--- config.mk ---
export PLATFORM = sky130hd
export DESIGN_NAME = ebr_cfg
export DESIGN_NICKNAME = d
export VERILOG_FILES = /design/src/hw/rtl/ebr_pkg.sv /design/src/hw/rtl/ebr_cfg.sv
export SDC_FILE = /design/constraint.sdc
export NUM_CORES = 1
export LEC_CHECK = 0
export BUFFER_PORTS_ARGS = -buffer_cell sky130_fd_sc_hd__buf_2
export CAP_MARGIN = 20
export CORE_ASPECT_RATIO = 1.4
export CORE_MARGIN = 2
export CORE_UTILIZATION = 45
export CTS_BUF_LIST = sky130_fd_sc_hd__clkbuf_8
export DETAILED_ROUTE_END_ITERATION = 16
export PLACE_DENSITY = 0.81
export SLEW_MARGIN = 20
export SYNTH_ARGS = -nofsm -noshare
export SYNTH_HDL_FRONTEND = slang
export SYNTH_SLANG_ARGS = --single-unit
--- constraint.sdc ---
create_clock -name i_clk -period 15.8 [get_ports i_clk]
set_input_delay 3.16 -clock i_clk [delete_from_list [all_inputs] [get_ports i_clk]]
set_output_delay 3.16 -clock i_clk [all_outputs]
set_load 0.01 [all_outputs]
--- src/hw/rtl/ebr_pkg.sv ---
// Shared constants, types and codes of the event frame binning renderer.
`timescale 1ns / 1ps
`default_nettype none
package ebr_pkg;
    localparam int NUM_CAMERAS = 2;
    localparam int MAX_WIDTH   = 640;
    localparam int MAX_HEIGHT  = 480;
    localparam int BANK_SIZE   = MAX_WIDTH * MAX_HEIGHT;
    localparam int MEM_DEPTH   = NUM_CAMERAS * 2 * BANK_SIZE;
    localparam int MEM_AW      = $clog2(MEM_DEPTH);
    localparam int PIX_BITS    = (BANK_SIZE > 1) ? $clog2(BANK_SIZE) : 1;
    localparam int AREA_BITS   = $clog2(BANK_SIZE + 1);
    localparam int WB          = $clog2(MAX_WIDTH + 1);
    localparam int HB          = $clog2(MAX_HEIGHT + 1);

    // epoch tag kept next to each pixel code
    localparam int TAG_BITS  = 8;
    localparam int WORD_BITS = TAG_BITS + 2;
    localparam logic [TAG_BITS-1:0] TAG_MAX = {TAG_BITS{1'b1}};

    localparam logic [1:0] CODE_NONE   = 2'd0;
    localparam logic [1:0] CODE_DARK   = 2'd1;
    localparam logic [1:0] CODE_BRIGHT = 2'd2;

    localparam logic [7:0] PIX_WHITE = 8'd255;

    // register indexes
    localparam logic [2:0] REG_PERIOD = 3'd0;
    localparam logic [2:0] REG_IDLE   = 3'd1;
    localparam logic [2:0] REG_ROTATE = 3'd2;
    localparam logic [2:0] REG_LIMIT  = 3'd3;
    localparam logic [2:0] REG_WIDTH  = 3'd4;
    localparam logic [2:0] REG_HEIGHT = 3'd5;

    // effective configuration handed to the datapath
    typedef struct packed {
        logic [31:0]          period;
        logic [7:0]           idle;
        logic                 rotate;
        logic [9:0]           limit;
        logic [WB-1:0]        width;
        logic [HB-1:0]        height;
        logic [AREA_BITS-1:0] area;
    } t_cfg;
endpackage
`default_nettype wire

--- src/hw/rtl/ebr_cfg.sv ---
// APB configuration registers with clamped effective values.
`timescale 1ns / 1ps
`default_nettype none
module ebr_cfg (
    input  wire logic        i_clk,
    input  wire logic        i_rst_n,
    input  wire logic        psel,
    input  wire logic        penable,
    input  wire logic        pwrite,
    input  wire logic [4:0]  paddr,
    input  wire logic [31:0] pwdata,
    output logic      [31:0] prdata,
    output logic             pready,
    output ebr_pkg::t_cfg    o_cfg
);
    logic [31:0] r_period;
    logic [7:0]  r_idle;
    logic        r_rotate;
    logic [9:0]  r_limit;
    logic [9:0]  r_width;
    logic [8:0]  r_height;
    logic [2:0]  idx;
    logic [ebr_pkg::WB-1:0] w_eff;
    logic [ebr_pkg::HB-1:0] h_eff;

    assign idx    = paddr[4:2];
    assign pready = 1'b1;

    // register writes
    always_ff @(posedge i_clk) begin
        if (!i_rst_n) begin
            r_period <= 32'd100000000;
            r_idle   <= 8'd127;
            r_rotate <= 1'b0;
            r_limit  <= 10'd30;
            r_width  <= 10'd640;
            r_height <= 9'd480;
        end else if (psel && penable && pwrite) begin
            case (idx)
                ebr_pkg::REG_PERIOD: r_period <= pwdata;
                ebr_pkg::REG_IDLE:   r_idle   <= pwdata[7:0];
                ebr_pkg::REG_ROTATE: r_rotate <= pwdata[0];
                ebr_pkg::REG_LIMIT:  r_limit  <= pwdata[9:0];
                ebr_pkg::REG_WIDTH:  r_width  <= pwdata[9:0];
                ebr_pkg::REG_HEIGHT: r_height <= pwdata[8:0];
                default: ;
            endcase
        end
    end

    // read back
    always_comb begin
        case (idx)
            ebr_pkg::REG_PERIOD: prdata = r_period;
            ebr_pkg::REG_IDLE:   prdata = {24'd0, r_idle};
            ebr_pkg::REG_ROTATE: prdata = {31'd0, r_rotate};
            ebr_pkg::REG_LIMIT:  prdata = {22'd0, r_limit};
            ebr_pkg::REG_WIDTH:  prdata = {22'd0, r_width};
            ebr_pkg::REG_HEIGHT: prdata = {23'd0, r_height};
            default:             prdata = 32'd0;
        endcase
    end

    // clamp and substitute zero divisor / limit
    assign w_eff = (32'(r_width) > ebr_pkg::MAX_WIDTH) ?
                   ebr_pkg::WB'(ebr_pkg::MAX_WIDTH) : ebr_pkg::WB'(r_width);
    assign h_eff = (32'(r_height) > ebr_pkg::MAX_HEIGHT) ?
                   ebr_pkg::HB'(ebr_pkg::MAX_HEIGHT) : ebr_pkg::HB'(r_height);

    always_comb begin
        o_cfg.period = (r_period == 32'd0) ? 32'd1 : r_period;
        o_cfg.idle   = r_idle;
        o_cfg.rotate = r_rotate;
        o_cfg.limit  = (r_limit == 10'd0) ? 10'd1 : r_limit;
        o_cfg.width  = w_eff;
        o_cfg.height = h_eff;
        o_cfg.area   = ebr_pkg::AREA_BITS'(w_eff * h_eff);
    end
endmodule
`default_nettype wire

==> metrics.md <==
| Metric | Value |
|---|---|
| Top FF cell, synth | `dfxtp_1` |
| WP data required | `12640 ps` |
| Share of the cycle needed by the critical path after routing | `61.4%` |
| Filler cell count | `1366` |
| Count of instances resized after the clock tree is built | `0` |
| Final max-slew violation count | `0` |
| Number of antenna violations at the first check in global routing | `0` |
| Endpoint of the worst setup timing path | `o_cfg[18]` |
| Final routed wire length divided by cell count | `16.1 µm` |
| Endpoint of the lowest-slack register-to-register path | `r_width[9]$_SDFFE_PN1P_` |
| IR Drop Worst-Case VDD | `0.0000508 V` |
| Max frequency | `103 MHz` |
| Kind of end point of the critical path | `primary output` |
| Total half-perimeter wirelength after legalization and detailed placement | `13700 µm` |
| Total global routing overflow | `0` |
| Width of the die | `105 µm` |
| Number of buffers between clock root and the deepest sink | `2` |
| Avg Synthesized Cell Area | `7.71 µm²` |
| Most frequent standard cell in the layout excluding fill and tap cells | `nand2_1` |
| Number of cells on the worst reg-to-reg path | `2` |
| Reported leakage power | `3.84 nW` |
| Effective utilization at floorplan | `46.1%` |
| Max-capacitance violation count | `0` |
| Detailed-route via count | `5955` |
| Number of synthesized flops with an enable pin | `0` |
| Shortest period the worst path allows | `9700 ps` |
| Die footprint | `15200 µm²` |
| Number of placed I/O pins | `164` |
| Non-filler instance count after layout | `1103` |
| Detailed-router iteration count before antenna repair | `5` |
| Row cnt | `51` |
| Number of vias per cell after detailed routing | `5.40` |
| Clock Root Buffer | `clkbuf_8` |
| Result of the run | `finished clean` |
| Most frequent cells in the layout | `nand2_1, buf_2, inv_1` |
| Finished Cell Area | `7350 µm²` |
| Slew headroom | `27.3%` |
| Synth Warn # | `0` |
| Fraction of layout cells with a size suffix above 1 | `20.9%` |
| Number of hold-slack violations in the final timing report | `0` |
| Total power of the final layout | `0.413 mW` |
| Worst R2R Start | `r_width[9]$_SDFFE_PN1P_` |
| Startpoint of the worst setup timing path | `r_width[4]$_SDFFE_PN0P_` |
| Inserted Clock Buffers | `9` |
| RSZ-0062 raised after global routing | `no` |
| Post-synthesis async set-or-reset flop share | `0%` |
| Floorplan Core Area | `13900 µm²` |
| PD cells | `56.3 nW/µm²` |
| Post-synthesis register bit count | `70` |
| Count of endpoints failing setup in the final report | `0` |
| Register-to-register setup slack | `14830 ps` |
| Antenna-violating nets left | `0` |
| Number of buffers added on ports | `160` |
| Part of the Yosys area used for sequential elements | `21.9%` |
| Critical Setup Path Class | `flip-flop to primary output` |
| Nets@finish | `1051` |
| Critical path fanouts, max | `28` |
| Die span in y | `145 µm` |
| Global placement routability congestion | `0.888` |
| Standard cell area after detailed placement | `7090 µm²` |
| Number of remaining DRC errors | `0` |
| H-tree levels | `3` |
| Post-Syn Area | `6410 µm²` |
| Clock Sink Count | `70` |
| Worst Max-Slew Pin Slew | `1090 ps` |
| Cell total after placement | `1087` |
| Setup Buffers After CTS | `0` |
| First-pass GRT wire length | `28800 µm` |
| Worst hold path class | `flip-flop to flip-flop` |
| Total wirelength of the detailed-routed design | `17800 µm` |
| Synthesized instance count | `831` |
| Launching element type of the critical path | `flip-flop` |
| Number of nets in the synthesized netlist | `969` |
| Post-synthesis to final-layout area growth | `14.7%` |
| Total track usage | `23.3%` |
| Worst-case clock skew | `0 ps` |
| ANT cells | `0` |
| Vias in the first global route | `5855` |
| Worst-Skew Late Latency | `360 ps` |
| Worst Path Arrival | `6540 ps` |
| Maximum number of pins on one net before global-route repair | `71` |
| Total Neg Setup Slack | `0 ps` |
| Clock transition at the registers of the reported paths | `80 ps` |
| DRC marker count from the first detailed-route iteration | `451` |
| Number of hold-repair buffers added at the cts stage | `0` |
| Distinct cells, synth | `50` |
| TritonCTS clock tree | `built` |
==> critical path: stages (launching register included) <==
cell and delay, ps:
dfxtp_1 420, nor4_1 280, a21boi_0 140, o21ai_2 650, nand2_1 230, inv_1 180, nand2_1 100, fa_1 520
fa_1 540, inv_1 50, fa_1 540, inv_1 60, fa_1 520, inv_1 40, ha_1 380, a21o_2 250
a221oi_2 500, nor4_1 150, a2111oi_2 340, o211ai_1 130, buf_2 160
==> area by class of cell <==
| cell class | instances | area, µm² | area share [%] |
|---|---|---|---|
| clock inverters | 6 | 116 | 1.58 |
| clock buffers | 10 | 138 | 1.87 |
| flip-flops and latches | 70 | 1400 | 19.1 |
| repair buffers | 161 | 818 | 11.1 |
| well taps | 185 | 231 | 3.15 |
| inverters | 95 | 357 | 4.85 |
| multi-input cells | 576 | 4290 | 58.3 |
==> synth_stat cells (2+ instances only) <==
| cell | instances | area (µm²) |
|---|---|---|
| clkbuf_1 | 76 | 285 |
| and3_1 | 33 | 206 |
| nor2b_1 | 8 | 50.1 |
| ha_1 | 39 | 488 |
| nand2_1 | 179 | 672 |
| nor3_1 | 5 | 25.0 |
| o211ai_1 | 4 | 30.0 |
| xor2_1 | 6 | 52.6 |
| nand4_1 | 4 | 25.0 |
| mux2i_1 | 21 | 210 |
| xnor2_1 | 7 | 61.3 |
| buf_1 | 2 | 7.51 |
| a31oi_1 | 3 | 18.8 |
| nor4_1 | 12 | 75.1 |
| or3_1 | 2 | 12.5 |
| a21o_2 | 2 | 17.5 |
| inv_1 | 94 | 353 |
| nor2_1 | 24 | 90.1 |
| a21boi_0 | 34 | 255 |
| a21boi_1 | 2 | 15.0 |
| buf_2 | 8 | 40.0 |
| a21oi_1 | 19 | 95.1 |
| o21ai_0 | 9 | 45.0 |
| o21bai_1 | 2 | 15.0 |
| buf_4 | 3 | 22.5 |
| a22oi_1 | 6 | 45.0 |
| a21o_1 | 4 | 30.0 |
| fa_1 | 57 | 1140 |
| and3_2 | 3 | 22.5 |
| and2_1 | 36 | 225 |
| nand3_1 | 32 | 160 |
| o22ai_1 | 8 | 50.1 |
| dfxtp_1 | 70 | 1400 |
==> power by group <==
part | total (mW) | internal, mW | switching (mW)
sequential | 0.180 | 0.178 | 0.00243
combinational | 0.0495 | 0.0197 | 0.0298
clock | 0.184 | 0.110 | 0.0734
total | 0.413 | 0.308 | 0.106
==> kinds of logic after synthesis <==
| group | synth area share (%) |
|---|---|
| muxes | 3.46 |
| adders and majority gates | 25.4 |
| buffers and inverters | 11.3 |
| other | 0.0585 |
| xor gates and xnor gates | 1.78 |
| AOI/OAI and AO/OA | 10.8 |
| DFF | 21.9 |
| and+or+nand+nor | 25.4 |
==> layer usage <==
metal / share of wire, % / vias up / global-route usage, %
li1: - / 2801 / -
met1: 39 / 2818 / 25.7
met2: 51 / 287 / 42.3
met3: 6.7 / 49 / 4.90
met4: 3.4 / 0 / 10.1
met5: 0 / - / 0
==> through the flow <==
step / setup WS (ps) / hold slack (ps) / utilization [%]
detailed placement: 6460 / 489 / 51.0
finish: 6100 / 499 / 52.8
floorplan: 7480 / 455 / -
global route: 5570 / 518 / 52.8
global placement: 6590 / 476 / 50.9
CTS: 6070 / 499 / 52.8
==> sequential cells by signal, summed over array words and instances, names as in the netlist <==
register / count
r_idle: 8
r_limit: 10
r_height: 9
r_rotate: 1
r_period: 32
r_width: 10
==> worst min path at each step <==
stage,slack [ps],startpoint,to,depth (start not counted)
final,500,r_period[24]$_SDFFE_PN1P_,r_period[24]$_SDFFE_PN1P_,2
after global routing,520,r_period[30]$_SDFFE_PN0P_,r_period[30]$_SDFFE_PN0P_,2
after CTS,500,r_period[9]$_SDFFE_PN0P_,r_period[9]$_SDFFE_PN0P_,2
after detailed placement,490,r_period[24]$_SDFFE_PN1P_,r_period[24]$_SDFFE_PN1P_,2
after global placement,480,r_idle[6]$_SDFFE_PN1P_,r_idle[6]$_SDFFE_PN1P_,2
after floorplan,460,r_period[30]$_SDFFE_PN0P_,r_period[30]$_SDFFE_PN0P_,2
Note: power is estimated with default switching activity, not from simulation.
