[src/hw/rtl/ebr_divider.sv]
// Radix-2 restoring divider, 64-bit dividend by 32-bit divisor.
`timescale 1ns / 1ps
`default_nettype none
module ebr_divider (
    input  wire logic        i_clk,
    input  wire logic        i_rst_n,
    input  wire logic        i_start,
    input  wire logic [63:0] i_dividend,
    input  wire logic [31:0] i_divisor,
    output logic             o_done,
    output logic      [63:0] o_quotient
);
    logic [31:0] r_rem;
    logic [63:0] r_quo;
    logic [31:0] r_div;
    logic [5:0]  r_cnt;
    logic        r_busy;
    logic        r_done;
    logic [32:0] trial;
    logic        fits;

    // one quotient bit per cycle
    assign trial = {r_rem, r_quo[63]};
    assign fits  = trial >= {1'b0, r_div};

    always_ff @(posedge i_clk) begin
        if (!i_rst_n) begin
            r_busy <= 1'b0;
            r_done <= 1'b0;
            r_cnt  <= 6'd0;
        end else begin
            r_done <= 1'b0;
            if (i_start) begin
                r_busy <= 1'b1;
                r_cnt  <= 6'd63;
            end else if (r_busy) begin
                r_cnt <= r_cnt - 6'd1;
                if (r_cnt == 6'd0) begin
                    r_busy <= 1'b0;
                    r_done <= 1'b1;
                end
            end
        end
    end

    always_ff @(posedge i_clk) begin
        if (i_start) begin
            r_rem <= 32'd0;
            r_quo <= i_dividend;
            r_div <= i_divisor;
        end else if (r_busy) begin
            r_rem <= fits ? 32'(trial - {1'b0, r_div}) : trial[31:0];
            r_quo <= {r_quo[62:0], fits};
        end
    end

    assign o_done     = r_done;
    assign o_quotient = r_quo;
endmodule
`default_nettype wire

[config.mk]
export PLATFORM = sky130hd
export DESIGN_NAME = ebr_divider
export DESIGN_NICKNAME = d
export VERILOG_FILES = /design/src/hw/rtl/ebr_divider.sv
export SDC_FILE = /design/constraint.sdc
export NUM_CORES = 1
export LEC_CHECK = 0
export BUFFER_PORTS_ARGS = -buffer_cell sky130_fd_sc_hd__buf_2
export CAP_MARGIN = 20
export CELL_PAD_IN_SITES_DETAIL_PLACEMENT = 0
export CELL_PAD_IN_SITES_GLOBAL_PLACEMENT = 1
export CORE_ASPECT_RATIO = 1.4
export CORE_MARGIN = 5
export CORE_UTILIZATION = 40
export CTS_BUF_LIST = sky130_fd_sc_hd__clkbuf_4 sky130_fd_sc_hd__clkbuf_8 sky130_fd_sc_hd__clkbuf_16
export DETAILED_ROUTE_END_ITERATION = 6
export PLACE_DENSITY_LB_ADDON = 0.1
export SLEW_MARGIN = 10
export SYNTH_ARGS = -nofsm -noshare
export SYNTH_HDL_FRONTEND = slang
export SYNTH_SLANG_ARGS = --single-unit
[constraint.sdc]
create_clock -name i_clk -period 8 [get_ports i_clk]
set_input_delay 0.4 -clock i_clk [delete_from_list [all_inputs] [get_ports i_clk]]
set_output_delay 0.4 -clock i_clk [all_outputs]
set_load 0.02 [all_outputs]
==> results of run 1 <==
[power by group through the flow]
| stage | Clock (mW) | Sequential, mW | Combinational [mW] |
|---|---|---|---|
| after floorplan | 0 | 0.920 | 0.267 |
| after global placement | 0 | 0.882 | 0.435 |
| after detailed placement | 0 | 0.884 | 0.439 |
| after CTS | 0.758 | 0.871 | 0.441 |
| after global routing | 0.791 | 0.879 | 0.483 |
| final | 0.736 | 0.869 | 0.437 |
[worst max-delay path by stage]
stage / start / end / depth (start not counted)
after floorplan: o_quotient[63] / r_rem[28] / 12
after global placement: o_quotient[63] / r_rem[28] / 12
after detailed placement: r_div[1] / r_rem[28] / 12
after CTS: r_div[1] / r_rem[28] / 12
after global routing: r_div[1] / r_rem[23] / 11
final: o_quotient[63] / r_rem[28] / 12
[sequential cells by signal, indices dropped and copies added, names as in the netlist]
signal / flops
o_done: 1
o_quotient: 64
r_busy: 1
r_cnt: 6
r_div: 32
r_rem: 32
[logic make-up (layout without fill, tap and decap cells)]
group           after synthesis  count (layout)
simple gates                177             177
fa+ha+maj                    35              35
compound gates              146             146
flops                       136             136
xor+xnor                     29              29
other cells                   0               1
mux                          67              67
buf+inv                      75             247
[cell usage in the layout (no fill, tap or decap), drive strengths merged, types with 18 or more instances in the layout]
master	count
buf	169
xnor2	18
nor2	57
ha	34
nand2	63
a21oi	46
dfxtp	40
mux2	65
clkbuf	18
inv	53
o21ai	27
edfxtp	96
[synth_stat cells, drive strengths merged, types with 10 or more instances]
library cell  instances
dfxtp                40
mux2                 65
o21ai                27
nor2                 57
a211oi               10
buf                  13
clkbuf               16
xor2                 11
a21o                 10
edfxtp               96
a311oi               11
xnor2                18
ha                   34
a21oi                46
inv                  46
nand2                63
[layout make-up]
cell class | instances | area [sq um] | share of cell area
flip-flops and latches | 136 | 3680 | 0.417
multi-input cells | 454 | 3270 | 0.370
repair buffers | 169 | 863 | 0.0977
clock buffers | 18 | 433 | 0.0490
well taps | 240 | 300 | 0.0340
inverters | 46 | 173 | 0.0195
clock inverters | 14 | 114 | 0.0129
diodes | 1 | 2.50 | 0.000283
[layer usage]
layer | up-vias | routed length [microns] | global-route usage
li1 | 2770 | - | -
met1 | 2651 | 7460 | 0.212
met2 | 160 | 9210 | 0.307
met3 | 23 | 1300 | 0.0690
met4 | 6 | 275 | 0.0583
met5 | - | 41 | 0
[metrics by stage]
stage / util / cell area [sq um] / hold slack, ps
after floorplan: - / 7250 / 453
after global placement: 0.463 / 8290 / 471
after detailed placement: 0.463 / 8290 / 477
after CTS: 0.493 / 8840 / 133
after global routing: 0.493 / 8840 / 122
final: 0.493 / 8840 / 153
==> impl_metrics.json, run 1 <==
{
  "syn-num-nets": 799,
  "dr_total_vias": 5610,
  "synthAdderAreaFrac": 0.0614,
  "cpPeakStageDelay_ps": 450,
  "r2r-end": "r_rem[28]",
  "ys.flop_type": "edfxtp_1",
  "timing.final.crit_share": 0.415,
  "gp_congestion": 0.836,
  "power.net_switching_mw": 0.627,
  "syn-cell-area_sq_um": 7250,
  "crit_arrival_ps": 3660,
  "period_needed_ps": 3320,
  "post_drt_wl_per_cell_microns": 17.0,
  "p_seq_frac": 0.426,
  "p_comb_frac": 0.214,
  "synth_seq_area_share": 0.508,
  "max-cap-violations": 0,
  "hpwl_microns": 13200,
  "synthXorXnorAreaFrac": 0.0350,
  "dieArea_sq_um": 21000,
  "min_to": "r_div[27]",
  "report.final.slew_viol_count": 0,
  "p_leak_nw": 3.69,
  "setup_viol": 0,
  "min_path_type": "input port to flop",
  "synthTopCellsByArea": "edfxtp_1 40%, dfxtp_1 11%, mux2_2 10%",
  "ys_ff_latch": 136,
  "ff2ff_setup_slack_ps": 4680,
  "path_clk_slew_ps": 70,
  "irDropWorstVdd_uv": 135,
  "slowest_stage": "a2111oi_2",
  "synth_area_per_cell_sq_um": 10.9,
  "hold_buffers": 0,
  "firstDrtPassIters": 4,
  "ios": 164,
  "netlist-cell-type-count": 58,
  "critical_path.max_fanout": 3,
  "power_mw": 2.04,
  "postRouteWirelength_microns": 18300,
  "crit_path_start_kind": "flop",
  "cpLargestDelayFamily": "compound AO/OA/AOI/OAI gates",
  "fp.dieH_microns": 169,
  "critPathBufInv": 1,
  "grt_pass1_wl_microns": 30100,
  "numPlacedInstances": 1045,
  "hold_path_depth": 1,
  "synth_edf_count": 96,
  "cts_resized": 0,
  "cts_buffers": 17,
  "htreeDepth": 4,
  "yosysWarnings": 0,
  "grt_usage": 0.182,
  "numPortBuffers": 163,
  "finalSetupTns_ps": 0,
  "path_cells": "inv_1 -> ha_1 -> fa_1 -> and2b_1 -> o2111ai_1 -> a2111oi_2 -> nor3_2 -> a31oi_4 -> nand3_1 -> a32oi_1 -> mux2_2 -> o211ai_1",
  "hold_viol_final": 0,
  "max_slew.worst_pin.slew_ps": 950,
  "final.fill_count": 1733,
  "routed_via_density": 5.20,
  "insertion_delay_ps": 420,
  "grt_start_max_net_pins": 68,
  "synth-simple-area-share": 0.115,
  "cts_tree": "done",
  "synthCells": 665,
  "drive_gt1_frac": 0.329,
  "fin_ws_ps": 4680,
  "area.growth.synth_to_final_pct": 21.9,
  "slew-limit-headroom": 0.366,
  "drtIter0Drc": 267,
  "synth_compound_area_frac": 0.136,
  "coreArea_sq_um": 17900,
  "final_cells": 1078,
  "postCtsSetupBuffers": 0,
  "antenna_found_initial": 4,
  "synth_top_family_by_area": "compound AO/OA/AOI/OAI gates",
  "clk_path_buf_depth": 2,
  "fmax_mhz": 301,
  "synth_top_area_share": 0.398,
  "cts.sink_count": 136,
  "start_util": 0.405,
  "crit_type": "flop to flop",
  "async_reset_ff_frac": 0,
  "nNetsFinal": 958,
  "die_width_microns": 124,
  "overflow": 0,
  "drtAntennaViolNets": 0,
  "yosys.area.top_type": "edfxtp_1",
  "hold_start": "i_divisor[27]",
  "crit_required_ps": 8340,
  "rows": 58,
  "pre_cts_ws_ps": 4670,
  "status": "completed",
  "grt_pass1_vias": 5938,
  "powerDensity_nw_per_um2": 231,
  "r2r-start": "o_quotient[63]",
  "critPathCaptureType": "flop",
  "cts_root_buf": "clkbuf_16",
  "swShare": 0.307,
  "clock_skew_ps": 11.5,
  "route.detailed.drc": 0,
  "synthMuxAreaShare": 0.104,
  "p_int_mw": 1.41,
  "r2r_cells": 12,
  "rsz0062_at_grt": "false",
  "pwr-share-clk": 0.360
}
Note: power is estimated with default switching activity, not from simulation.
==> run 2, diff against run 1 <==
- ABC_AREA: default -> 1
- CORE_UTILIZATION: 40 -> 36
- clock period: 8 -> 2.8 ns (I/O delays scaled with it)
==> run 2 against run 1 <==
Net effect:
- first-iteration DRC count is 45% higher
- non-clock buffer count grew 104
- synthesized cell count rose by 70%
- clock-buffer cell count grew 1
- cell count rose by 59%
- largest cell class unchanged
==> impl_metrics.json, run 2 <==
{
  "status": "completed",
  "ff2ff_setup_slack_ps": 300,
  "timing.final.crit_share": 0.892,
  "p_seq_frac": 0.413,
  "synth_area_per_cell_sq_um": 7.25,
  "rows": 65,
  "coreArea_sq_um": 22500,
  "max-cap-violations": 0,
  "cts_buffers": 17,
  "r2r-start": "r_div[29]",
  "firstDrtPassIters": 5,
  "postRouteWirelength_microns": 24200,
  "min_to": "o_quotient[0]",
  "synthTopCellsByArea": "edfxtp_1 35%, nand2_1 23%, dfxtp_1 9.8%",
  "diodes": 0,
  "crit_type": "flop to flop",
  "yosys.area.top_type": "edfxtp_1",
  "ios": 164,
  "grt_pass1_wl_microns": 40100,
  "max_slew.worst_pin.slew_ps": 801,
  "synth_edf_count": 96,
  "cpLargestDelayFamily": "simple AND/OR/NAND/NOR gates",
  "power_mw": 5.82,
  "final_cells": 1710,
  "overflow": 0,
  "critPathCaptureType": "flop",
  "hpwl_microns": 18000,
  "die_width_microns": 138,
  "swShare": 0.261,
  "synthCells": 1133,
  "syn-cell-area_sq_um": 8210,
  "synth_top_area_share": 0.351,
  "critical_path.max_fanout": 24,
  "r2r_cells": 15,
  "rsz0062_at_grt": "false",
  "insertion_delay_ps": 430,
  "nNetsFinal": 1530,
  "path_cells": "inv_1 -> ha_1 -> nand2_1 -> inv_1 -> nand2_1 -> inv_1 -> a21oi_1 -> nand2_1 -> nor2_4 -> buf_4 -> nand3_1 -> nand2_1 -> clkinv_1 -> nand2_1 -> nand2_1",
  "routed_via_density": 4.47,
  "ys_ff_latch": 136,
  "irDropWorstVdd_uv": 561,
  "r2r-end": "r_rem[28]",
  "hold_start": "i_dividend[0]",
  "async_reset_ff_frac": 0,
  "crit_path_start_kind": "flop",
  "dpl_cell_area_sq_um": 9390,
  "pwr-share-clk": 0.439,
  "dieArea_sq_um": 26000,
  "netlist-cell-type-count": 41,
  "setup_viol": 0,
  "critPathBufInv": 5,
  "hold_ws_ps": 56.7,
  "final_cell_mix": "503 x nand2_1, 185 x inv_1, 162 x buf_2, 96 x dlygate4sd3_1, 96 x edfxtp_1",
  "report.final.slew_viol_count": 0,
  "p_leak_nw": 5.77,
  "route.detailed.drc": 0,
  "design_area_sq_um": 11000,
  "gp_congestion": 0.883,
  "critPathMostFrequentCell": "nand2_1",
  "fmax_mhz": 401,
  "cts_resized": 0,
  "dr_total_vias": 7647,
  "p_comb_frac": 0.147,
  "antenna_found_initial": 0,
  "largest_reg_flops": 64,
  "crit_arrival_ps": 2820,
  "grt_usage": 0.197,
  "postCtsSetupBuffers": 0,
  "cpPeakStageDelay_ps": 370,
  "numPortBuffers": 163,
  "cts.sink_count": 136,
  "slew-limit-headroom": 0.466,
  "power.net_switching_mw": 1.52,
  "drtAntennaViolNets": 0,
  "finalSetupTns_ps": 0,
  "cts_root_buf": "clkbuf_16",
  "crit_required_ps": 3130,
  "htreeDepth": 4,
  "area.growth.synth_to_final_pct": 34.1,
  "yosysMostFrequentCell": "nand2_1",
  "ys.flop_type": "edfxtp_1",
  "post_drt_wl_per_cell_microns": 14.2,
  "slowest_stage": "buf_4",
  "powerDensity_nw_per_um2": 529,
  "min_path_type": "input port to flop",
  "p_int_mw": 4.30,
  "hold_viol_final": 0,
  "start_util": 0.364,
  "final.fill_count": 2308,
  "clock_skew_ps": 8.97,
  "layout_commonest_cell": "nand2_1",
  "fp.dieH_microns": 189,
  "clk_path_buf_depth": 2,
  "grt_pass1_vias": 7907,
  "yosysWarnings": 0,
  "grt_start_max_net_pins": 67,
  "drive_gt1_frac": 0.165,
  "path_clk_slew_ps": 60,
  "cts_tree": "done",
  "hold_buffers": 96,
  "hold_path_depth": 3,
  "numPlacedInstances": 1582,
  "synth_common_cells": "503 x nand2_1, 186 x inv_1, 96 x edfxtp_1",
  "syn-num-nets": 1267,
  "period_needed_ps": 2500,
  "synth_seq_area_share": 0.449,
  "drtIter0Drc": 388
}
## run 2: worst reg2reg max path: stages (launching register included)
cell and delay, ps:
edfxtp_1 360, inv_1 70, ha_1 270, nand2_1 130, inv_1 50, nand2_1 120
inv_1 50, a21oi_1 150, nand2_1 120, nor2_4 310, buf_4 370, nand3_1 140
nand2_1 90, clkinv_1 60, nand2_1 60, nand2_1 40
## run 2: stage by stage
step | worst slack (ps) | util
2_1_floorplan | 789 | -
3_3_place_gp | 332 | 0.417
6_report | 303 | 0.489
3_5_place_dp | 262 | 0.417
4_1_cts | 251 | 0.489
5_1_grt | 46.3 | 0.489
## run 2: power by group through the flow
stage,clock [mW],combinational [mW],sequential (mW)
4_1_cts,2.62,0.870,2.41
5_1_grt,2.72,0.961,2.43
6_report,2.56,0.857,2.41
3_5_place_dp,0,0.765,2.44
3_3_place_gp,0,0.764,2.45
2_1_floorplan,0,0.337,2.57
## run 2: cell families after synthesis
kind of cell             Yosys count  share of synthesized area
flip-flops                       136                      0.449
AND/OR/NAND/NOR                  672                      0.339
AO/OA/AOI/OAI                     51                     0.0347
adder cells (fa/ha/maj)           35                     0.0543
buffers and inverters            224                      0.108
XOR/XNOR                          15                     0.0160
## run 2: worst max-delay path by stage
stage / startpoint / end / slack (ps) / depth (start not counted)
2_1_floorplan: o_quotient[63] / r_rem[18] / 790 / 15
3_3_place_gp: r_div[28] / r_rem[30] / 330 / 13
3_5_place_dp: r_div[28] / r_rem[28] / 260 / 13
4_1_cts: r_div[28] / r_rem[28] / 250 / 13
5_1_grt: r_div[11] / r_rem[28] / 50 / 17
6_report: r_div[29] / r_rem[28] / 300 / 15
## run 2: layer usage
metal,routed length [microns],global-route usage,vias to the layer above,part of all wire
met2,12500,0.350,165,0.52
met3,1400,0.0574,27,0.058
met4,502,0.0553,0,0.021
li1,-,-,4045,-
met5,0,0,-,0
met1,9840,0.226,3410,0.41
## run 2: cell type report
type / count / area [sq um] / share of cell area
repair buffers: 273 / 1910 / 0.173
well taps: 301 / 377 / 0.0342
flip-flops and latches: 136 / 3680 / 0.335
inverters: 195 / 732 / 0.0665
clock buffers: 19 / 447 / 0.0406
clock inverters: 13 / 216 / 0.0197
multi-input cells: 773 / 3640 / 0.331
